`config.mk`:
```
export PLATFORM = sky130hd
export DESIGN_NAME = char_lcd_command_sequencer
export DESIGN_NICKNAME = d
export VERILOG_FILES = /design/src/clcd_pkg.sv /design/src/clcd_ctrl.sv /design/src/clcd_datapath.sv /design/src/char_lcd_command_sequencer.sv
export SDC_FILE = /design/constraint.sdc
export NUM_CORES = 1
export LEC_CHECK = 0
export ABC_AREA = 0
export ABC_CLOCK_PERIOD_IN_PS = 10840
export BUFFER_PORTS_ARGS = -buffer_cell sky130_fd_sc_hd__buf_2
export CORE_ASPECT_RATIO = 1.25
export CORE_MARGIN = 2
export CORE_UTILIZATION = 55
export CTS_BUF_LIST = sky130_fd_sc_hd__clkbuf_8
export DETAILED_ROUTE_END_ITERATION = 7
export GPL_ROUTABILITY_DRIVEN = 0
export PLACE_DENSITY = 0.68
export SLEW_MARGIN = 20
export SYNTH_ARGS = -nofsm -noshare
export SYNTH_HDL_FRONTEND = slang
export SYNTH_SLANG_ARGS = --single-unit
export TNS_END_PERCENT = 5
```
`constraint.sdc`:
```
create_clock -name clk -period 10.84 [get_ports clk]
set_input_delay 0 -clock clk [delete_from_list [all_inputs] [get_ports clk]]
set_output_delay 0 -clock clk [all_outputs]
set_load 0.005 [all_outputs]
```
`src/clcd_pkg.sv`:
```
// Shared types, codes and constants of the character LCD command sequencer.
package clcd_pkg;

    // Request codes carried in the command field.
    localparam logic [2:0] CMD_INSTR  = 3'd0;
    localparam logic [2:0] CMD_CHAR   = 3'd1;
    localparam logic [2:0] CMD_POS    = 3'd2;
    localparam logic [2:0] CMD_NUMBER = 3'd3;
    localparam logic [2:0] CMD_INIT   = 3'd4;

    // Decimal printing limits and derived widths.
    localparam int MAX_DIGITS = 10;
    localparam int CNT_W      = $clog2(MAX_DIGITS + 1);
    localparam int IDX_W      = (MAX_DIGITS > 1) ? $clog2(MAX_DIGITS) : 1;
    localparam int COL_W      = 7;

    // Bus bytes with a fixed meaning.
    localparam logic [7:0] INIT_FUNCTION_SET = 8'h38;
    localparam logic [7:0] INIT_DISPLAY_ON   = 8'b0000_1100;
    localparam logic [7:0] INIT_CLEAR        = 8'h01;
    localparam logic [7:0] ASCII_ZERO        = 8'd48;
    localparam logic [7:0] SET_DDRAM_ADDR    = 8'h80;
    localparam logic [6:0] ROW1_OFFSET_RESET = 7'd64;

    // Reciprocal of ten: q = (x * RECIP_TEN) >> RECIP_SHIFT for every 32-bit x.
    localparam logic [31:0] RECIP_TEN   = 32'hCCCC_CCCD;
    localparam int          RECIP_SHIFT = 35;

    typedef struct packed {
        logic [2:0]  command;
        logic [7:0]  byte_value;
        logic [31:0] number;
        logic        row;
        logic [5:0]  column;
    } req_t;

    typedef struct packed {
        logic       is_character;
        logic [7:0] bus_byte;
        logic       last;
    } wr_t;

    typedef enum logic [3:0] {
        ST_IDLE,
        ST_INSTR,
        ST_CHAR,
        ST_SETPOS,
        ST_INIT0,
        ST_INIT1,
        ST_INIT2,
        ST_MUL,
        ST_DIGIT,
        ST_DPOS,
        ST_DCHAR
    } state_t;

    // Source of the byte loaded into the output register.
    typedef enum logic [2:0] {
        SEL_RAW_INSTR,
        SEL_RAW_CHAR,
        SEL_POS,
        SEL_DIGIT,
        SEL_INIT_FUNC,
        SEL_INIT_DISP,
        SEL_INIT_CLEAR
    } out_sel_t;

    typedef struct packed {
        logic     capture;
        logic     mul_step;
        logic     digit_step;
        logic     load_out;
        out_sel_t out_sel;
        logic     out_last;
    } ctrl_t;

    typedef struct packed {
        logic out_free;
        logic digit_done;
        logic emit_last;
    } status_t;

endpackage

```
`src/clcd_ctrl.sv`:
```
// Control state machine of the character LCD command sequencer.
module clcd_ctrl
    import clcd_pkg::*;
(
    input  logic       clk,
    input  logic       rst_n,
    input  logic       req_valid,
    input  logic [2:0] command,
    input  status_t    status,
    output logic       ready,
    output state_t     state,
    output ctrl_t      ctrl
);

    state_t state_reg;
    state_t state_next;

    always_ff @(posedge clk or negedge rst_n)
    begin
        if (!rst_n)
        begin
            state_reg <= ST_IDLE;
        end
        else
        begin
            state_reg <= state_next;
        end
    end

    always_comb
    begin
        state_next = state_reg;
        case (state_reg)
            ST_IDLE:
            begin
                if (req_valid)
                begin
                    case (command)
                        CMD_INSTR:  state_next = ST_INSTR;
                        CMD_CHAR:   state_next = ST_CHAR;
                        CMD_POS:    state_next = ST_SETPOS;
                        CMD_NUMBER: state_next = ST_MUL;
                        CMD_INIT:   state_next = ST_INIT0;
                        default:    state_next = ST_IDLE;
                    endcase
                end
            end
            ST_INSTR, ST_CHAR, ST_SETPOS, ST_INIT2:
            begin
                if (status.out_free)
                begin
                    state_next = ST_IDLE;
                end
            end
            ST_INIT0:
            begin
                if (status.out_free)
                begin
                    state_next = ST_INIT1;
                end
            end
            ST_INIT1:
            begin
                if (status.out_free)
                begin
                    state_next = ST_INIT2;
                end
            end
            ST_MUL:
            begin
                state_next = ST_DIGIT;
            end
            ST_DIGIT:
            begin
                state_next = status.digit_done ? ST_DPOS : ST_MUL;
            end
            ST_DPOS:
            begin
                if (status.out_free)
                begin
                    state_next = ST_DCHAR;
                end
            end
            ST_DCHAR:
            begin
                if (status.out_free)
                begin
                    state_next = status.emit_last ? ST_IDLE : ST_DPOS;
                end
            end
            default:
            begin
                state_next = ST_IDLE;
            end
        endcase
    end

    always_comb
    begin
        ctrl            = '0;
        ctrl.out_sel    = SEL_RAW_INSTR;
        ready           = 1'b0;
        case (state_reg)
            ST_IDLE:
            begin
                ready        = 1'b1;
                ctrl.capture = req_valid;
            end
            ST_INSTR:
            begin
                ctrl.load_out = status.out_free;
                ctrl.out_sel  = SEL_RAW_INSTR;
                ctrl.out_last = 1'b1;
            end
            ST_CHAR:
            begin
                ctrl.load_out = status.out_free;
                ctrl.out_sel  = SEL_RAW_CHAR;
                ctrl.out_last = 1'b1;
            end
            ST_SETPOS:
            begin
                ctrl.load_out = status.out_free;
                ctrl.out_sel  = SEL_POS;
                ctrl.out_last = 1'b1;
            end
            ST_INIT0:
            begin
                ctrl.load_out = status.out_free;
                ctrl.out_sel  = SEL_INIT_FUNC;
            end
            ST_INIT1:
            begin
                ctrl.load_out = status.out_free;
                ctrl.out_sel  = SEL_INIT_DISP;
            end
            ST_INIT2:
            begin
                ctrl.load_out = status.out_free;
                ctrl.out_sel  = SEL_INIT_CLEAR;
                ctrl.out_last = 1'b1;
            end
            ST_MUL:
            begin
                ctrl.mul_step = 1'b1;
            end
            ST_DIGIT:
            begin
                ctrl.digit_step = 1'b1;
            end
            ST_DPOS:
            begin
                ctrl.load_out = status.out_free;
                ctrl.out_sel  = SEL_POS;
            end
            ST_DCHAR:
            begin
                ctrl.load_out = status.out_free;
                ctrl.out_sel  = SEL_DIGIT;
                ctrl.out_last = status.emit_last;
            end
            default:
            begin
                ctrl = '0;
            end
        endcase
    end

    assign state = state_reg;

endmodule

```
`src/clcd_datapath.sv`:
```
// Datapath: request registers, decimal digit extraction and the output register.
module clcd_datapath
    import clcd_pkg::*;
(
    input  logic       clk,
    input  logic       rst_n,
    input  logic       cfg_we,
    input  logic [6:0] cfg_wdata,
    input  req_t       req,
    input  ctrl_t      ctrl,
    input  logic       wr_stall,
    output logic       wr_valid,
    output wr_t        wr,
    output status_t    status
);

    logic [6:0]        offset_reg;
    logic [7:0]        byte_reg;
    logic              row_reg;
    logic [5:0]        column_reg;
    logic [31:0]       value_reg;
    logic [63:0]       product_reg;
    logic [3:0]        digits_reg [MAX_DIGITS];
    logic [CNT_W-1:0]  count_reg;
    logic [CNT_W-1:0]  idx_reg;
    logic [COL_W-1:0]  col_reg;
    logic              out_valid_reg;
    wr_t               out_reg;

    logic [31:0]       quotient;
    logic [3:0]        quotient_x10_low;
    logic [3:0]        remainder;
    logic [7:0]        address;
    logic [7:0]        pos_byte;
    wr_t               out_next;

    // Quotient by reciprocal multiply; the remainder is below ten, so four bits suffice.
    assign quotient         = 32'(product_reg >> RECIP_SHIFT);
    assign quotient_x10_low = quotient[3:0] * 4'd10;
    assign remainder        = value_reg[3:0] - quotient_x10_low;

    assign address  = row_reg ? ({1'b0, offset_reg} + {1'b0, col_reg}) : {1'b0, col_reg};
    assign pos_byte = SET_DDRAM_ADDR | address;

    assign status.out_free   = !out_valid_reg || !wr_stall;
    assign status.digit_done = (quotient == 32'd0) || (count_reg == CNT_W'(MAX_DIGITS - 1));
    assign status.emit_last  = ((idx_reg + CNT_W'(1)) == count_reg);

    always_comb
    begin
        out_next.last         = ctrl.out_last;
        out_next.is_character = 1'b0;
        case (ctrl.out_sel)
            SEL_RAW_INSTR:  out_next.bus_byte = byte_reg;
            SEL_RAW_CHAR:
            begin
                out_next.bus_byte     = byte_reg;
                out_next.is_character = 1'b1;
            end
            SEL_POS:        out_next.bus_byte = pos_byte;
            SEL_DIGIT:
            begin
                out_next.bus_byte     = ASCII_ZERO + {4'd0, digits_reg[idx_reg[IDX_W-1:0]]};
                out_next.is_character = 1'b1;
            end
            SEL_INIT_FUNC:  out_next.bus_byte = INIT_FUNCTION_SET;
            SEL_INIT_DISP:  out_next.bus_byte = INIT_DISPLAY_ON;
            SEL_INIT_CLEAR: out_next.bus_byte = INIT_CLEAR;
            default:        out_next.bus_byte = 8'd0;
        endcase
    end

    always_ff @(posedge clk or negedge rst_n)
    begin
        if (!rst_n)
        begin
            offset_reg    <= ROW1_OFFSET_RESET;
            out_valid_reg <= 1'b0;
        end
        else
        begin
            if (cfg_we)
            begin
                offset_reg <= cfg_wdata;
            end
            if (ctrl.load_out)
            begin
                out_valid_reg <= 1'b1;
            end
            else if (!wr_stall)
            begin
                out_valid_reg <= 1'b0;
            end
        end
    end

    always_ff @(posedge clk)
    begin
        if (ctrl.capture)
        begin
            byte_reg   <= req.byte_value;
            row_reg    <= req.row;
            column_reg <= req.column;
            value_reg  <= req.number;
            count_reg  <= '0;
            col_reg    <= {1'b0, req.column};
        end
        if (ctrl.mul_step)
        begin
            product_reg <= value_reg * RECIP_TEN;
        end
        if (ctrl.digit_step)
        begin
            digits_reg[count_reg[IDX_W-1:0]] <= remainder;
            value_reg <= quotient;
            count_reg <= count_reg + CNT_W'(1);
            if (status.digit_done)
            begin
                // Most significant digit lands at the given column.
                col_reg <= {1'b0, column_reg} + COL_W'(count_reg);
                idx_reg <= '0;
            end
        end
        if (ctrl.load_out && ctrl.out_sel == SEL_DIGIT)
        begin
            idx_reg <= idx_reg + CNT_W'(1);
            col_reg <= col_reg - COL_W'(1);
        end
        if (ctrl.load_out)
        begin
            out_reg <= out_next;
        end
    end

    assign wr_valid = out_valid_reg;
    assign wr       = out_reg;

endmodule

```
`src/char_lcd_command_sequencer.sv`:
```
// Sequence: a raw, position or init request loads its first bus write into the output
// register once that register is free; a number is first split into decimal digits, one
// pass through the multiply and digit states per digit, then emits one write per cycle
// while the receiver does not stall (up to 20 writes). Throughput: one request at a time,
// set by the shared divide-by-ten step and the single output register.
// Reset: rst_n is asynchronous and active low; it returns the sequencer to idle, empties
// the output register and sets the second-row offset to 64.
module char_lcd_command_sequencer
    import clcd_pkg::*;
(
    input  logic       clk,
    input  logic       rst_n,
    input  logic       cfg_we,
    input  logic [6:0] cfg_wdata,
    input  logic       req_valid,
    output logic       req_stall,
    input  req_t       req,
    output logic       wr_valid,
    input  logic       wr_stall,
    output wr_t        wr
);

    logic    ready;
    state_t  state;
    ctrl_t   ctrl;
    status_t status;

    // The controller walks each request through its writes. A number first runs
    // through the divide-by-ten loop, one digit per ST_MUL to ST_DIGIT pass, with
    // the digits collected least significant first; then each digit is sent as a
    // position write followed by its ASCII character, walking the column leftward.
    clcd_ctrl u_ctrl (
        .clk       (clk),
        .rst_n     (rst_n),
        .req_valid (req_valid),
        .command   (req.command),
        .status    (status),
        .ready     (ready),
        .state     (state),
        .ctrl      (ctrl)
    );

    // The datapath holds the request, the configuration register, the digit store
    // and the output register that decouples the LCD side from the sequencer.
    clcd_datapath u_datapath (
        .clk       (clk),
        .rst_n     (rst_n),
        .cfg_we    (cfg_we),
        .cfg_wdata (cfg_wdata),
        .req       (req),
        .ctrl      (ctrl),
        .wr_stall  (wr_stall),
        .wr_valid  (wr_valid),
        .wr        (wr),
        .status    (status)
    );

    // A new request transfer is taken only while the sequencer is idle.
    assign req_stall = !ready;

    // A pending bus write is never overwritten before its transfer.
    a_no_overwrite : assert property (@(posedge clk) disable iff (!rst_n)
        ctrl.load_out |-> status.out_free)
        else $error("output register loaded while a write was pending");

    // A number request enters the digit loop right after its transfer.
    a_number_start : assert property (@(posedge clk) disable iff (!rst_n)
        (req_valid && !req_stall && req.command == CMD_NUMBER) |=> state == ST_MUL)
        else $error("number request did not start the digit loop");

    // No bus write is produced while idle.
    a_idle_quiet : assert property (@(posedge clk) disable iff (!rst_n)
        (state == ST_IDLE) |-> !ctrl.load_out)
        else $error("bus write loaded while idle");

endmodule

```
* Word-level counts from Yosys, hierarchy flattened
Memory sizes are Yosys's and may differ from the RTL's. A register that Yosys moved wholly into a read port is not among the register bits.
Cells that the tools add are included.
** Storage, ports and cells
- Memories kept :: 1
- RAM bits :: 40
- Register bits :: 148
- Input bits :: 62
- Word-level logic and storage cells :: 108
- Output and inout port bits :: 12
** Cells by class
- Add/sub/neg operators :: 7
- Multiply operators :: 2
- Reduce and logical (&&, ||, !) cells :: 19
- Mux-type cells :: 35
- Equal/unequal tests :: 29
** Memories
- u_datapath.digits_reg :: words 10, bits a word 4, read ports 1, clocked after Yosys merged registers in 1, wr ports 1, line clcd_datapath.sv:23 : logic [3:0] digits_reg [MAX_DIGITS];
** Operators by type and width (count)
- 32-bit by 32-bit multiplier with 64-bit output (second input constant) :: 1
- 29-bit two-way mux :: 2
- 4-bit two-way mux :: 14
- 8-bit one-hot mux with 6 select lines :: 1
- 7-bit two-way mux :: 5
- 32-bit zero test :: 1
- 4-bit one-hot mux with 8 select lines :: 1
- 4-bit one-hot mux with 7 select lines :: 1
- 4-bit by 3-bit == test with 1-bit output (second input constant) :: 4
- 4-bit == test (second input constant) :: 4
- 3-bit one-hot mux with 5 select lines :: 1
- 3-bit by 2-bit == test with 1-bit output (second input constant) :: 4
- 3-bit == test (second input constant) :: 4
- 2-bit inequality test (second input constant) :: 5
- 1-bit two-way mux :: 9
- 4-bit by 1-bit adder with 4-bit output (second input constant) :: 2
- 4-bit by 2-bit == test with 1-bit output (second input constant) :: 2
- 6-bit by 4-bit adder with 7-bit output :: 1
- 6-bit by 4-bit adder with 7-bit output (first input constant) :: 1
- 7-bit adder :: 1
- 7-bit by 1-bit subtractor with 7-bit output (second input constant) :: 1
- 3-bit by 1-bit == test with 1-bit output (second input constant) :: 2
- 3-bit zero test :: 2
- 6-bit AND reduction :: 1
- 14 further kinds :: 22

* Longest topological paths before layout
- Word-level depth :: 8
- Gate-level depth with buffers :: 26
- Depth with buffers taken out :: 26

* Modules after synthesis
From an unflattened synthesis, not the netlist that was laid out.
** Second synthesis, totals
- Cells, all modules :: 2165
- Area, all modules :: 23716.5 um^2
** By module, submodules not included
- clcd_datapath :: area each 23224.8 um^2, instances 1, cells an instance 2102, sequential area each 4415.5 um^2
- clcd_ctrl :: area each 488.0 um^2, instances 1, cells an instance 62, sequential area each 100.1 um^2
- char_lcd_command_sequencer :: area each 3.8 um^2, instances 1, cells an instance 1, sequential area each 0.0 um^2

* Least setup slack after synthesis
Ideal clock, no wire load.
- Kind :: reg-to-reg
- Start point :: reg u_datapath.value_reg[20]
- End point :: reg u_datapath.product_reg[62] (data pin)
- Cell stages (with the launch flop) :: 26
- Slack :: 4.208 ns
- Data required time :: 10.575 ns
- Clock period less this slack :: 6.632 ns
- Path buffers :: 1
- Setup time :: 0.265 ns
- Data arrival time :: 6.367 ns
- Cells stage by stage :: edfxtp_1 ha_1 inv_1 fa_1 inv_1 fa_1 inv_1 fa_1 inv_1 fa_1 fa_1 fa_1 inv_1 fa_1 inv_1 ha_1 buf_2 a21oi_1 nor2_1 a211o_1 a311oi_1 and3_1 nor3_2 a21oi_2 o211ai_1 xor2_1
** Between the ends
- Cells in the longest elaborated chain, start to end :: 1
** Ends and longest elaborated chain
- from (decl) :: line clcd_datapath.sv:21 : logic [31:0] value_reg;
- from (signal assigned) :: line clcd_datapath.sv:104 : value_reg <= req.number;
- from (signal assigned) :: line clcd_datapath.sv:115 : value_reg <= quotient;
- 32-bit by 32-bit multiplier with 64-bit output :: line clcd_datapath.sv:110 : product_reg <= value_reg * RECIP_TEN;
- to (signal assigned) :: line clcd_datapath.sv:110
- to (decl) :: line clcd_datapath.sv:22 : logic [63:0] product_reg;
No other way between the ends.
A chain may end at the register's enable or synchronous reset.

* Worst setup path after layout
- Start point :: reg u_datapath.value_reg[21]
- End point :: reg u_datapath.product_reg[62] (data pin)
Same word-level chain as after synthesis.

==> impl_metrics.csv <==
group,metric,value,unit
status,status,"finished clean",
yosys,synth_top_family_by_area,"adder cells",
yosys,syn_inst,2334,
yosys,ys_ff_latch,157,
grt,first_global_vias,18500,
floorplan,initial_core_util,0.560,
cts,clkSlewWorstSetupHoldPaths,100,ps
cts,clkSinkCount,157,
placed_design,dpl.hpwl,59.2,mm
setup_path,path_class,"reg2reg",
yosys,netlist_top_cells_area,"fa_1 32%, ha_1 19%, edfxtp_1 16%",
finish,fill_cells,3667,
yosys,synthFlopType,"edfxtp_1",
timing,rsz0062_at_grt,"false",
timing,skew,33.3,ps
detailed_routing,postRouteAntennaNets,0,
cts,cts_root_buffer,"clkbuf_8",
yosys,synth.distinct_cells,78,
cts,post_cts_resized,0,
cts,htree_levels,4,
setup_path,cp_slowest_cell,"edfxtp_1",
cts,worstSkewPairLatency,540,ps
floorplan,rows,85,
timing,period_share,0.705,
grt,grt_use_total,0.318,
timing,worstMarginPinSlew,951,ps
setup_path,worstPathCellList,"ha_1 -> inv_1 -> fa_1 -> inv_1 -> fa_1 -> inv_1 -> fa_1 -> inv_1 -> fa_1 -> fa_1 -> fa_1 -> inv_1 -> fa_1 -> inv_1 -> ha_1 -> a21oi_1 -> nor2_1 -> a211o_1 -> a311oi_1 -> and3_1 -> nor3_2 -> a21oi_2 -> o211ai_1 -> xor2_1",
timing,hold_viol,0,
yosys,ys_warn_count,0,
cts,cts_buffers,17,
yosys,yosysTopAreaCellShare,0.323,
yosys,synth_adder_area_share,0.512,
setup_path,path_delay_family,"adder cells",
yosys,syn_nets,3150,
worst_hold_path,hold_depth,4,
timing,fmax,0.131,GHz
setup_path,max_stage_delay,590,ps
detailed_routing,avgRoutedWirePerCell,22.7,µm
detailed_routing,drc,0,
finish,drive_gt1_frac,0.0626,
setup_path,cpMostUsedCell,"fa_1",
yosys,synth_xor_area_frac,0.0355,
cts,post_cts_buffers,0,
grt,grt_pass1_wl,106,mm
setup_path,reg2reg_depth,24,
detailed_routing,wirelength,69.0,mm
yosys,synth_common_cells,"587 x inv_1, 390 x fa_1, 364 x ha_1",
floorplan,core,0.0432,mm²
finish,largest_reg_flops,40,
timing,period_needed,7640,ps
timing,maxSlewViolCount,0,
cts,cts.path.max_buffers,2,
worst_hold_path,hp-class,"in2reg",
grt,grt_max_degree,38,
yosys,seq_area_frac_synth,0.187,
floorplan,pin_count,74,
finish,syn2layout_area_growth,8.66,%
job,maxCapViolCount,0,
timing,hold-worst-slack,129,ps
yosys,synth_area,0.0242,mm²
yosys,muxShareOfSynthArea,0.0154,
yosys,yosysTopAreaCell,"fa_1",
detailed_routing,drt_iter0_markers,1490,
placed_design,io_buffer_count,73,
setup_path,path_buf_inv,6,
setup_path,cp_max_fo,8,
yosys,synth_compound_area_frac,0.0853,
setup_path,crit_required,11110,ps
setup_path,critPathCaptureType,"register",
detailed_routing,drt_pass1_iterations,5,
cts,cts_tree,"built",
setup_path,crit_cells,24,
yosys,yosysMostFrequentCell,"inv_1",
yosys,synth_edf_count,131,
detailed_routing,vias,17300,
setup_path,cp.arrival,7920,ps
floorplan,die_w,191,µm
yosys,synth_area_per_cell,10.4,µm²
timing,setup_viol,0,
floorplan,die-area,0.0456,mm²
setup_path,startpoint_type,"register",
grt,grt_overflow,0,
finish,final_nets,3280,
yosys,synthSimpleGateAreaFrac,0.0676,
setup_path,r2r_slack,3200,ps
floorplan,fp.dieH,238,µm
timing,tns,0,ps
yosys,ys_async_sr_fraction,0.0764,
grt,antenna_found_initial,1,
detailed_routing,viasPerCell,5.68,
timing,slew-limit-headroom,0.366,
routing by layer:
metal / up-vias / GRT usage / wire (µm)
li1: 7751 / - / -
met1: 8675 / 0.378 / 25800
met2: 666 / 0.532 / 34100
met3: 197 / 0.0371 / 3250
met4: 0 / 0.229 / 5790
met5: - / 0 / 0
worst min-delay path, cell delays in order:
cell,delay [ps]
buf_2,120
a21o_1,180
nand4_1,190
o21ai_0,110
area by class of cell:
| type | count | area [µm²] | share of cell area |
|---|---|---|---|
| Timing Repair Buffer | 148 | 1100 | 0.0419 |
| Clock inverter | 15 | 193 | 0.00734 |
| Inverter | 588 | 2210 | 0.0841 |
| Tap cell | 565 | 707 | 0.0269 |
| Multi-Input combinational cell | 1552 | 17300 | 0.659 |
| Sequential cell | 157 | 4520 | 0.172 |
| Antenna cell | 1 | 2.50 | 0.0000953 |
| Clock buffer | 17 | 234 | 0.00891 |
cell usage in the layout (no fill, tap or decap), types with 10 or more instances in the layout:
cell / instances
a21o_1: 50
a21oi_1: 88
and2_1: 18
and3_1: 12
buf_2: 73
clkbuf_8: 17
dfrtp_1: 11
dfxtp_1: 14
dlygate4sd3_1: 69
edfxtp_1: 131
fa_1: 390
ha_1: 364
inv_1: 587
mux2_2: 10
nand2_1: 189
nand3_1: 22
nand4_1: 15
nor2_1: 51
nor2b_1: 10
nor3_1: 19
o21a_1: 10
o21ai_0: 53
o21ai_1: 11
o21bai_1: 10
xnor2_1: 38
xor2_1: 60
cell families after synthesis:
kind of cell	count (synthesis)
xor gates and xnor gates	98
buffers and inverters	625
adders and majority gates	754
and+or+nand+nor	364
AOI/OAI and AO/OA	310
DFF	157
muxes	26
per-stage QoR:
stage	std cells	worst slack, ps	instance area (µm²)	utilization
2_1_floorplan	2334	4210	24200	-
3_3_place_gp	2941	3420	25100	0.582
3_5_place_dp	2941	3310	25100	0.582
4_1_cts	3042	3280	26300	0.608
5_1_grt	3043	2930	26300	0.608
6_report	3043	3200	26300	0.608
worst paths after layout:
path | start | to
hold reg to reg | u_datapath.idx_reg[3] | register
setup / recovery | u_datapath.value_reg[21] | u_datapath.product_reg[62]
hold / removal | req_valid | u_ctrl.state[3]
min in group asynchronous | rst_n | u_datapath.offset_reg[6]
max in group asynchronous | rst_n | u_ctrl.state[3]
setup reg to reg | u_datapath.value_reg[21] | u_datapath.product_reg[62]
repair_timing:
item | 4_1_cts | 5_1_grt
hold buffers | 69 | 0
hold endpoints to repair | 77 | 0
setup endpoints to repair | 0 | 0
Power is left out: the tool's default activity adds up to more than one toggle a clock period on the data nets, which glitch-free logic cannot reach.
